<file path="src/rtl/core/video_port_access_engine_top_macros.svh">
// Assertion macros for the video port access engine
`ifndef VIDEO_PORT_ACCESS_ENGINE_TOP_MACROS_SVH
`define VIDEO_PORT_ACCESS_ENGINE_TOP_MACROS_SVH

// check a consequent in the same cycle
`define VPAE_ASSERT_NOW(lbl, ante, cons, msg) \
  lbl: assert property (@(posedge clk) disable iff (!rst_n) (ante) |-> (cons)) else $error(msg);

// check a consequent in the next cycle
`define VPAE_ASSERT_NEXT(lbl, ante, cons, msg) \
  lbl: assert property (@(posedge clk) disable iff (!rst_n) (ante) |=> (cons)) else $error(msg);

`endif

</file>
<file path="src/rtl/core/vpae_pkg.sv">
// Package: types, constants and codes of the video port access engine
`timescale 1ns / 1ps
package vpae_pkg;

  localparam int VRAM_BYTES      = 65536;
  localparam int PALETTE_WORDS   = 64;
  localparam int MODE_REG_COUNT  = 24;
  localparam int QUEUE_DEPTH     = 2;
  localparam int VRAM_BANK_DEPTH = VRAM_BYTES / 2;
  localparam int VRAM_IDX_W      = $clog2(VRAM_BANK_DEPTH);
  localparam int PAL_IDX_W       = $clog2(PALETTE_WORDS);

  localparam logic [15:0] STATUS_RESET = 16'h3600;
  localparam logic [1:0]  REG_WRITE_TAG = 2'b10;
  localparam logic [1:0]  DMA_FILL = 2'd2;
  localparam logic [1:0]  DMA_COPY = 2'd3;
  localparam int          STEP_REG = 15;
  localparam int          MODE1_REG = 1;
  localparam int          LEN_LO_REG = 19;
  localparam int          LEN_HI_REG = 20;
  localparam int          SRC_LO_REG = 21;
  localparam int          SRC_HI_REG = 22;
  localparam int          DMA_MODE_REG = 23;

  localparam logic [2:0] CMD_CTRL_WORD = 3'd0;
  localparam logic [2:0] CMD_CTRL_BYTE = 3'd1;
  localparam logic [2:0] CMD_STATUS    = 3'd2;
  localparam logic [2:0] CMD_DATA_WR   = 3'd3;
  localparam logic [2:0] CMD_DATA_RD   = 3'd4;

  localparam logic [3:0] CODE_VRAM_RD  = 4'd0;
  localparam logic [3:0] CODE_VRAM_WR  = 4'd1;
  localparam logic [3:0] CODE_REG_WR   = 4'd2;
  localparam logic [3:0] CODE_CRAM_WR  = 4'd3;
  localparam logic [3:0] CODE_VSRAM_RD = 4'd4;
  localparam logic [3:0] CODE_VSRAM_WR = 4'd5;
  localparam logic [3:0] CODE_CRAM_RD  = 4'd8;

  typedef enum logic [2:0] {
    OP_CTRL,
    OP_STATUS,
    OP_WRITE,
    OP_READ,
    OP_NONE
  } op_kind_t;

  typedef struct packed {
    op_kind_t    kind;
    logic [15:0] data;
  } op_t;

  typedef enum logic [1:0] {
    RSEL_ZERO,
    RSEL_VRAM,
    RSEL_CRAM,
    RSEL_VSRAM
  } rd_sel_t;

  typedef enum logic [2:0] {
    ST_CLEAR,
    ST_IDLE,
    ST_READ,
    ST_FILL,
    ST_COPY_RD,
    ST_COPY_WR
  } state_t;

  typedef struct packed {
    logic full;
    logic empty;
  } q_status_t;

endpackage

</file>
<file path="src/rtl/core/vpae_front.sv">
// Front part: accept bus accesses and classify them into queue operations
`timescale 1ns / 1ps
module vpae_front (
  input  logic                in_tvalid,
  output logic                in_tready,
  input  logic [2:0]          in_tuser,
  input  logic [15:0]         in_tdata,
  input  vpae_pkg::q_status_t q_status,
  output logic                push,
  output vpae_pkg::op_t       op
);

  assign in_tready = !q_status.full;
  assign push      = in_tvalid && !q_status.full;

  always_comb begin
    op.data = in_tdata;
    case (in_tuser)
      vpae_pkg::CMD_CTRL_WORD: op.kind = vpae_pkg::OP_CTRL;
      vpae_pkg::CMD_CTRL_BYTE: begin
        op.kind = vpae_pkg::OP_CTRL;
        // repeat the byte in both halves
        op.data = {in_tdata[7:0], in_tdata[7:0]};
      end
      vpae_pkg::CMD_STATUS:    op.kind = vpae_pkg::OP_STATUS;
      vpae_pkg::CMD_DATA_WR:   op.kind = vpae_pkg::OP_WRITE;
      vpae_pkg::CMD_DATA_RD:   op.kind = vpae_pkg::OP_READ;
      default:                 op.kind = vpae_pkg::OP_NONE;
    endcase
  end

endmodule

</file>
<file path="config.mk">
export PLATFORM = sky130hd
export DESIGN_NAME = vpae_front
export DESIGN_NICKNAME = d
export VERILOG_FILES = /design/src/rtl/core/video_port_access_engine_top_macros.svh /design/src/rtl/core/vpae_pkg.sv /design/src/rtl/core/vpae_front.sv
export SDC_FILE = /design/constraint.sdc
export NUM_CORES = 1
export LEC_CHECK = 0
export BUFFER_PORTS_ARGS = -buffer_cell sky130_fd_sc_hd__buf_4
export CAP_MARGIN = 25
export CORE_AREA = 2 2 39 41
export DETAILED_ROUTE_END_ITERATION = 12
export DIE_AREA = 0 0 41 43
export SLEW_MARGIN = 10
export SYNTH_ARGS = -nofsm -noshare
export SYNTH_HDL_FRONTEND = slang
export SYNTH_SLANG_ARGS = --single-unit
</file>
<file path="constraint.sdc">
create_clock -name vclk -period 1.36
set_clock_uncertainty 0.2 [all_clocks]
set_input_delay 0.068 -clock vclk [all_inputs]
set_output_delay 0.068 -clock vclk [all_outputs]
set_load 0.02 [all_outputs]
</file>
==> results.cfg <==
[sta]
holdWs_ps = 142
finalSetupViolCount = 0
fin_setup_tns_ps = 0
post-route-period-util = 0.972
maxSlewHeadroom = 0.887
fmax_mhz = 757
worst_pin_slew_ps = 170
rsz0062_at_grt = false
hold_viol_final = 0
min_period_ps = 1320
drv_slew = 0

[worst_setup_path]
cp_num_buf_inv = 3
crit_type = in -> out
startpoint_type = input port
required_ps = 1090
crit_fanout = 5
critPathCaptureType = output pin
cp_cell_sequence = buf_4 > nor3b_4 > buf_6 > mux2_2 > buf_4
cpLargestDelayFamily = buffers and inverters
slowest_stage = mux2_2
slowest_delay_ps = 330
cp_common_cell = buf_4
arrival_ps = 1050

[place]
gp_congestion = 0.537
io_buffers = 42
dpl.hpwl_um = 668
place_area_um2 = 507

[layout]
final_cell_mix = buf_4 (43), mux2_2 (8)
final_common_cell = buf_4
area_growth_pct = 136
seq_cell_count = 0
diodes = 0
ff_latch_area_um2 = 0
nets = 85
n_fill_cell = 158
final_util = 0.369
final_area_um2 = 510
n_clock_buffer = 0
layout-drive-gt1-share = 0.885

[clocking]
holdBufCountCts = 0
post_cts_buffers = 0
post_cts_resized = 1

[logic_synthesis]
syn_nets = 47
syn_inst = 25
synth_top_area_frac = 0.416
synth_xor_xnor_area_share = 0.0405
synth_area_leaders = mux2_2 (42%), buf_4 (28%), nor3b_4 (8.7%)
muxShareOfSynthArea = 0.416
synth_seq_area_share = 0
ys_warn_count = 0
synth_compound_area_frac = 0.0578
synth-adder-area-share = 0
avgSynthCellArea_um2 = 8.66
netlist_area_um2 = 216
synth_simple_gate_area_frac = 0.191
synth_cell_types = 11
yosysTopAreaCell = mux2_2
synth_top_family_by_area = multiplexers

[routing]
vias = 295
drtIter0Drc = 0
ant_nets = 0
wirelength_um = 731
vias_per_cell = 3.83
drtPass1Iterations = 1
post-route-drc-count = 0
wl_per_cell_um = 9.49

[pwr]
switchingPower_w = 0.0000911
sw_frac_of_total = 0.449
p_leak_nw = 0.269
power_frac_comb = 1.000
power.density_nw_per_um2 = 397
p_clk_frac = 0
p_int_w = 0.000112
seq_power_share = 0
ir_worst_vdd_mv = 0.133

[floorplan]
core-area_um2 = 1380
die-area_um2 = 1760
die_h_um = 43
io_pins = 43
die_w_um = 41
rows = 14
initial_core_util = 0.156

[grt]
globalRouteMet3Util = 0
overflow = 0
grt_use_total = 0.0719
first_global_vias = 255
busiest_layer = met2
grt_use_met1 = 0.0886
grt_pass1_wl_um = 959
use_met2 = 0.138
grt_max_degree = 6
grt_antenna_before_repair = 0

[outcome]
status = finished clean

[worst_hold_path]
hold_class = in -> out

[run]
maxCapViolations = 0
-- power groups by stage --
stage / Clock [W] / Combinational, W / Sequential (W)
floorplan: 0 / 0.000104 / 0
global placement: 0 / 0.000202 / 0
detailed placement: 0 / 0.000204 / 0
CTS: 0 / 0.000206 / 0
global route: 0 / 0.000216 / 0
finish: 0 / 0.000203 / 0
-- kinds of logic after synthesis --
family / Yosys count
muxes: 8
buffers and inverters: 9
AOI/OAI and AO/OA: 2
and+or+nand+nor: 5
xor gates and xnor gates: 1
-- per-layer routing --
metal  vias to the layer above  wire (um)
met1                       121        244
met5                         -          0
li1                        151          -
met4                         0          0
met3                         0        111
met2                        23        375
-- worst paths after layout --
kind / startpoint / to / slack (ps) / depth (start not counted)
setup / recovery: in_tuser[2] / op[10] / 40 / 5
hold / removal: in_tdata[2] / op[2] / 140 / 2
-- synthesized netlist by cell type --
master   n
nor2b_1  1
xnor2_1  1
or3b_2   1
o21ai_0  1
o21a_1   1
inv_1    1
nand2_1  1
nor3b_4  1
mux2_2   8
buf_4    8
nor2_1   1
-- layout make-up --
class	count	area [um^2]	area share
Timing Repair Buffer	44	334	0.654
Tap cell	16	20.0	0.0392
Multi-Input combinational cell	16	153	0.299
Inverter	1	3.75	0.00735
-- through the flow --
stage | power [W] | worst slack [ps] | cells
after floorplan | 0.000104 | 258 | 25
after global placement | 0.000202 | 14.5 | 77
after detailed placement | 0.000204 | 1.96 | 77
after CTS | 0.000206 | 15.4 | 77
after global routing | 0.000216 | 4.00 | 77
final | 0.000203 | 38.7 | 77
(Power assumes the default switching activity.)
