$ cat src/rtl/core/video_port_access_engine_top_macros.svh
// Assertion macros for the video port access engine
`ifndef VIDEO_PORT_ACCESS_ENGINE_TOP_MACROS_SVH
`define VIDEO_PORT_ACCESS_ENGINE_TOP_MACROS_SVH

// check a consequent in the same cycle
`define VPAE_ASSERT_NOW(lbl, ante, cons, msg) \
  lbl: assert property (@(posedge clk) disable iff (!rst_n) (ante) |-> (cons)) else $error(msg);

// check a consequent in the next cycle
`define VPAE_ASSERT_NEXT(lbl, ante, cons, msg) \
  lbl: assert property (@(posedge clk) disable iff (!rst_n) (ante) |=> (cons)) else $error(msg);

`endif

$ cat src/rtl/core/vpae_pkg.sv
// Package: types, constants and codes of the video port access engine
`timescale 1ns / 1ps
package vpae_pkg;

  localparam int VRAM_BYTES      = 65536;
  localparam int PALETTE_WORDS   = 64;
  localparam int MODE_REG_COUNT  = 24;
  localparam int QUEUE_DEPTH     = 2;
  localparam int VRAM_BANK_DEPTH = VRAM_BYTES / 2;
  localparam int VRAM_IDX_W      = $clog2(VRAM_BANK_DEPTH);
  localparam int PAL_IDX_W       = $clog2(PALETTE_WORDS);

  localparam logic [15:0] STATUS_RESET = 16'h3600;
  localparam logic [1:0]  REG_WRITE_TAG = 2'b10;
  localparam logic [1:0]  DMA_FILL = 2'd2;
  localparam logic [1:0]  DMA_COPY = 2'd3;
  localparam int          STEP_REG = 15;
  localparam int          MODE1_REG = 1;
  localparam int          LEN_LO_REG = 19;
  localparam int          LEN_HI_REG = 20;
  localparam int          SRC_LO_REG = 21;
  localparam int          SRC_HI_REG = 22;
  localparam int          DMA_MODE_REG = 23;

  localparam logic [2:0] CMD_CTRL_WORD = 3'd0;
  localparam logic [2:0] CMD_CTRL_BYTE = 3'd1;
  localparam logic [2:0] CMD_STATUS    = 3'd2;
  localparam logic [2:0] CMD_DATA_WR   = 3'd3;
  localparam logic [2:0] CMD_DATA_RD   = 3'd4;

  localparam logic [3:0] CODE_VRAM_RD  = 4'd0;
  localparam logic [3:0] CODE_VRAM_WR  = 4'd1;
  localparam logic [3:0] CODE_REG_WR   = 4'd2;
  localparam logic [3:0] CODE_CRAM_WR  = 4'd3;
  localparam logic [3:0] CODE_VSRAM_RD = 4'd4;
  localparam logic [3:0] CODE_VSRAM_WR = 4'd5;
  localparam logic [3:0] CODE_CRAM_RD  = 4'd8;

  typedef enum logic [2:0] {
    OP_CTRL,
    OP_STATUS,
    OP_WRITE,
    OP_READ,
    OP_NONE
  } op_kind_t;

  typedef struct packed {
    op_kind_t    kind;
    logic [15:0] data;
  } op_t;

  typedef enum logic [1:0] {
    RSEL_ZERO,
    RSEL_VRAM,
    RSEL_CRAM,
    RSEL_VSRAM
  } rd_sel_t;

  typedef enum logic [2:0] {
    ST_CLEAR,
    ST_IDLE,
    ST_READ,
    ST_FILL,
    ST_COPY_RD,
    ST_COPY_WR
  } state_t;

  typedef struct packed {
    logic full;
    logic empty;
  } q_status_t;

endpackage

$ cat src/rtl/core/vpae_fifo.sv
// Short queue between the front and back parts
`timescale 1ns / 1ps
module vpae_fifo #(
  parameter int WIDTH = 8,
  parameter int DEPTH = 2
) (
  input  logic                  clk,
  input  logic                  rst_n,
  input  logic                  push,
  input  logic [WIDTH-1:0]      wdata,
  input  logic                  pop,
  output logic [WIDTH-1:0]      rdata,
  output vpae_pkg::q_status_t   status
);

  localparam int PTR_W = (DEPTH > 1) ? $clog2(DEPTH) : 1;
  localparam int CNT_W = $clog2(DEPTH + 1);

  logic [WIDTH-1:0] slot_r [DEPTH];
  logic [PTR_W-1:0] wptr_r, wptr_nxt, rptr_r, rptr_nxt;
  logic [CNT_W-1:0] cnt_r, cnt_nxt;

  function automatic logic [PTR_W-1:0] ptr_inc(input logic [PTR_W-1:0] p);
    ptr_inc = (p == PTR_W'(DEPTH - 1)) ? '0 : p + PTR_W'(1);
  endfunction

  always_comb begin
    wptr_nxt = push ? ptr_inc(wptr_r) : wptr_r;
    rptr_nxt = pop ? ptr_inc(rptr_r) : rptr_r;
    cnt_nxt  = cnt_r + CNT_W'(push) - CNT_W'(pop);
  end

  assign rdata        = slot_r[rptr_r];
  assign status.full  = (cnt_r == CNT_W'(DEPTH));
  assign status.empty = (cnt_r == '0);

  always_ff @(posedge clk) begin
    if (!rst_n) begin
      wptr_r <= '0;
      rptr_r <= '0;
      cnt_r  <= '0;
    end else begin
      wptr_r <= wptr_nxt;
      rptr_r <= rptr_nxt;
      cnt_r  <= cnt_nxt;
    end
  end

  always_ff @(posedge clk) begin
    if (push) begin
      slot_r[wptr_r] <= wdata;
    end
  end

endmodule

$ cat config.mk
export PLATFORM = sky130hd
export DESIGN_NAME = vpae_fifo
export DESIGN_NICKNAME = d
export VERILOG_FILES = /design/src/rtl/core/video_port_access_engine_top_macros.svh /design/src/rtl/core/vpae_pkg.sv /design/src/rtl/core/vpae_fifo.sv
export SDC_FILE = /design/constraint.sdc
export NUM_CORES = 1
export LEC_CHECK = 0
export ABC_CLOCK_PERIOD_IN_PS = 1410
export BUFFER_PORTS_ARGS = -buffer_cell sky130_fd_sc_hd__buf_2
export CAP_MARGIN = 20
export CORE_MARGIN = 3
export CORE_UTILIZATION = 52
export CTS_BUF_LIST = sky130_fd_sc_hd__clkbuf_8
export CTS_CLUSTER_DIAMETER = 80
export DETAILED_ROUTE_END_ITERATION = 10
export PLACE_DENSITY = 0.76
export SETUP_SLACK_MARGIN = 0.05
export SYNTH_ARGS = -nofsm -noshare
export SYNTH_HDL_FRONTEND = slang
export SYNTH_SLANG_ARGS = --single-unit
$ cat constraint.sdc
create_clock -name clk -period 1.41 [get_ports clk]
set_clock_uncertainty 0.05 [all_clocks]
set_input_delay 0.141 -clock clk [delete_from_list [all_inputs] [get_ports clk]]
set_output_delay 0.141 -clock clk [all_outputs]
set_load 0.02 [all_outputs]
==> flow_summary.json, run 1 <==
{
  "antenna_found_initial": 0,
  "drt-initial-drc-count": 6,
  "drc": 0,
  "yosys.area.top_type_share_pct": 60.0,
  "cts.htree.levels": 1,
  "dpl.hpwl_um": 821,
  "fmax_mhz": 741,
  "cts_buffers": 3,
  "fillers": 107,
  "diodes": 0,
  "synth_cell_types": 12,
  "tns_ps": 0,
  "finalSetupViolCount": 0,
  "top_layer": "met4",
  "yosysTopAreaCell": "edfxtp_1",
  "synth.area.top_cells": "edfxtp_1 (60%), dfxtp_1 (13%), mux2_1 (11%), and2_1 (3.1%), ha_1 (3.1%)",
  "cap_violations": 0,
  "grt-ovfl-total": 0,
  "worstSetupEndpointType": "output port",
  "slew_viol_final": 0,
  "syn_to_final_growth_pct": 22.0,
  "rsz0062_at_grt": "yes",
  "clock-sinks": 21,
  "synth.avg_cell_area_um2": 17.4,
  "yosys_warnings": 0,
  "finalCritPeriodShare_pct": 95.8,
  "route.met2.wl_um": 486,
  "crit_buf_inv": 1,
  "hold_violations": 0,
  "drt-met1-wl_um": 501,
  "crit_type": "register to output port",
  "cts_tree": "done",
  "synth-seq-cells": 21,
  "worst_slack_ps": 59.8,
  "netlist_area_um2": 801,
  "nets": 86,
  "final_common_cell": "buf_2",
  "via_per_inst": 4.95,
  "seqCellArea_um2": 586,
  "worstPathCellList": "mux2_1, buf_2",
  "post_cts_buffers": 0,
  "crit_path_max_incr_delay_ps": 410,
  "relSlewSlack_pct": 74.2,
  "core_um2": 1370,
  "routabilityCongestion": 0.638,
  "cp_max_fo": 8,
  "cts.path.max_buffers": 2,
  "critPathArrivalTime_ps": 1160,
  "hp-class": "primary input to register",
  "root_buffer": "clkbuf_8",
  "critPathLaunchType": "register",
  "grt_usage_pct": 13.1,
  "syn_inst": 46,
  "chipWidth_um": 45.2,
  "p_leak_uw": 0.000407,
  "port_buffers": 21,
  "drive_gt1_share_pct": 38.0,
  "antenna_left": 0,
  "final_cell_mix": "buf_2 (21), edfxtp_1 (16), mux2_1 (8)",
  "avgRoutedWirePerCell_um": 12.8,
  "grt_pass1_wl_mm": 1.78,
  "crit_family": "flip-flops",
  "route.met3.wl_um": 89,
  "synth_fp_nets": 60,
  "fin_crit_ps": 1350,
  "vdd_drop_max_mv": 0.822,
  "clock_latency_ps": 250,
  "crit_path_top_delay_cell": "dfxtp_4",
  "status": "complete, no violations",
  "num_io_pins": 22,
  "multi_input_area_um2": 208,
  "powerDensity_nw_per_um2": 1360,
  "cp.required_ps": 1220,
  "finalPower_uw": 1330,
  "finalWirelength_mm": 1.10,
  "ys_seq_area_share_pct": 72.5,
  "num_rows": 13,
  "grt_pass1_vias": 397,
  "place_ws_ps": 135,
  "clk_pin_slew_ps": 70,
  "die_h_um": 45.2,
  "vias": 426,
  "grt_start_max_net_pins": 12,
  "drtPass1Iterations": 3,
  "tightest_slew_ps": 387,
  "die_area_um2": 2050,
  "initial_core_util_pct": 58.6
}
cells in the mapped netlist:
| library cell | instances |
|---|---|
| and2_1 | 4 |
| buf_2 | 1 |
| dfxtp_1 | 5 |
| edfxtp_1 | 16 |
| ha_1 | 2 |
| inv_1 | 2 |
| mux2_1 | 8 |
| nor2_1 | 1 |
| nor2b_1 | 4 |
| o21a_1 | 1 |
| xnor3_1 | 1 |
| xor2_1 | 1 |
sequential cells by signal, summed over array words and instances, names as in the netlist, named ones only:
signal and flops:
slot_r 16, cnt_r 2, rptr_r 1, wptr_r 1
logic make-up (layout without fill, tap and decap cells):
| family | Yosys count | count (layout) | synth area share, % |
|---|---|---|---|
| DFF | 21 | 21 | 72.5 |
| and+or+nand+nor | 9 | 9 | 6.72 |
| muxes | 8 | 8 | 11.3 |
| AOI/OAI and AO/OA | 1 | 1 | 0.938 |
| buffers and inverters | 3 | 28 | 1.56 |
| xor gates and xnor gates | 2 | 2 | 3.91 |
| adders and majority gates | 2 | 2 | 3.12 |
path summary, 6_finish.rpt:
kind,to,depth (start not counted),slack (ps),start
setup / recovery,rdata[0],2,60,register
hold / removal,slot_r[0][0]$_DFFE_PP_,1,20,wdata[0]
setup reg to reg,cnt_r[1]$_SDFF_PN0_,6,140,cnt_r[0]$_SDFF_PN0_
hold reg to reg,register,2,530,rptr_r$_SDFFE_PN0P_
per-stage QoR:
stage,utilization (%),instance area [um2],hold slack [ps],instances
2_1_floorplan,-,801,190,46
3_3_place_gp,67.9,927,278,82
3_5_place_dp,67.9,927,283,82
4_1_cts,71.4,976,20.4,86
5_1_grt,71.5,977,11.8,86
6_report,71.5,977,22.2,86
final cells by class:
| cell class | instances | share of cell area [%] |
|---|---|---|
| inverters | 2 | 0.768 |
| well taps | 15 | 1.92 |
| clock inverters | 1 | 0.384 |
| clock buffers | 3 | 4.23 |
| multi-input cells | 22 | 21.3 |
| flip-flops and latches | 21 | 59.9 |
| repair buffers | 22 | 11.5 |
routing by layer:
metal	vias to the layer above	track usage, %
met5	-	0
met4	0	8.77
met3	4	4.78
met2	16	19.2
met1	193	16.1
li1	213	-
repair_timing:
| action | 4_1_cts | 5_1_grt |
|---|---|---|
| hold buffers | 0 | 0 |
| gates resized for setup | 2 | 1 |
| endpoints found under the setup margin | 8 | 9 |
power breakdown:
part,internal (uW),switching [uW]
clock network,194,176
registers,714,24.4
logic,106,114
No activity file was read; power rests on OpenSTA's default activity.
==> run 2, diff against run 1 <==
- REMOVE_ABC_BUFFERS: default -> 1
==> flow_summary.json, run 2 (synthesis results as in run 1) <==
{
  "largest_register_ff_count": 16,
  "cts_tree": "done",
  "relSlewSlack_pct": 77.1,
  "tightest_slew_ps": 343,
  "grt_usage_pct": 14.1,
  "die_area_um2": 2050,
  "critPathLaunchType": "register",
  "vias": 447,
  "powerDensity_nw_per_um2": 1310,
  "die_h_um": 45.2,
  "multi_input_area_um2": 238,
  "antenna_found_initial": 0,
  "finalSetupViolCount": 0,
  "cap_violations": 0,
  "final_util_pct": 77.8,
  "nets": 87,
  "port_buffers": 21,
  "slew_viol_final": 0,
  "routabilityCongestion": 0.616,
  "cts_buffers": 3,
  "fin_crit_ps": 1350,
  "fmax_mhz": 742,
  "avgRoutedWirePerCell_um": 14.3,
  "vdd_drop_max_mv": 0.943,
  "hold_slack_ps": 20.3,
  "antenna_left": 0,
  "final_cell_mix": "edfxtp_1 (16), buf_2 (13), mux2_4 (8), buf_6 (8)",
  "drtPass1Iterations": 2,
  "hp-class": "primary input to register",
  "diodes": 0,
  "grt-ovfl-total": 0,
  "ctsHoldBuffers": 0,
  "clock-sinks": 21,
  "root_buffer": "clkbuf_8",
  "cts.htree.levels": 1,
  "finalWirelength_mm": 1.24,
  "crit_type": "register to output port",
  "drc": 0,
  "syn_to_final_growth_pct": 32.8,
  "grt_pass1_wl_mm": 1.77,
  "largestRegisters": "slot_r x16, cnt_r x2",
  "drive_gt1_share_pct": 48.6,
  "clk_pin_slew_ps": 70,
  "rsz0062_at_grt": "yes",
  "design_area_um2": 1060,
  "grt_start_max_net_pins": 12,
  "clock_latency_ps": 260,
  "cts.path.max_buffers": 2,
  "core_um2": 1370,
  "p_leak_uw": 0.000457,
  "dpl.hpwl_um": 886,
  "seqCellArea_um2": 584,
  "via_per_inst": 5.14,
  "cp.required_ps": 1220,
  "initial_core_util_pct": 58.6,
  "grt_pass1_vias": 409,
  "cp_max_fo": 8,
  "final_common_cell": "edfxtp_1",
  "status": "complete, no violations",
  "regMostFlops": "slot_r",
  "tns_ps": 0,
  "critPathArrivalTime_ps": 1160,
  "finalPower_uw": 1390,
  "hold_violations": 0,
  "chipWidth_um": 45.2,
  "postPlaceCellArea_um2": 935,
  "finalCritPeriodShare_pct": 95.6,
  "post_cts_buffers": 0,
  "worstSetupEndpointType": "output port",
  "num_io_pins": 22,
  "fillers": 86,
  "drt-initial-drc-count": 1,
  "num_rows": 13
}
[run 2: layer usage]
metal | track usage (%) | wire length (um) | vias to the layer above
li1 | - | - | 215
met1 | 11.7 | 441 | 211
met2 | 24.6 | 695 | 15
met3 | 5.98 | 68 | 6
met4 | 12.3 | 39 | 0
met5 | 0 | 0 | -
[run 2: repair_timing]
item | CTS | global route
gates resized for setup | 4 | 22
gates cloned | 0 | 0
setup endpoints to repair | 8 | 8
[run 2: stage by stage]
| step | setup slack, ps | cells |
|---|---|---|
| after floorplan | 209 | 45 |
| after global placement | 164 | 83 |
| after detailed placement | 147 | 83 |
| after CTS | 44.2 | 87 |
| after global routing | 24.3 | 87 |
| final | 62.7 | 87 |
[run 2: path summary, 6_finish.rpt]
check	startpoint	end	slack (ps)	depth (start not counted)
worst max-delay path	register	rdata[2]	60	2
worst min-delay path	wdata[5]	slot_r[1][5]$_DFFE_PP_	20	1
worst max register to register	cnt_r[0]$_SDFF_PN0_	cnt_r[1]$_SDFF_PN0_	140	6
worst min register to register	rptr_r$_SDFFE_PN0P_	register	520	2
[run 2: area by class of cell]
type                            count  area share [%]
Clock buffer                        3            3.88
Clock inverter                      1           0.353
Inverter                            2           0.706
Multi-Input combinational cell     22            22.4
Sequential cell                    21            54.9
Tap cell                           15            1.76
Timing Repair Buffer               23            16.0
[run 2: power by group]
group	switching (uW)	total [uW]	internal (uW)
Clock	177	370	194
Combinational	119	275	156
Sequential	29.2	743	714
Total	325	1390	1060
[run 2: critical path, stage by stage, from the launching register on]
cell and delay (ps):
dfxtp_4 440, mux2_4 330, buf_6 130
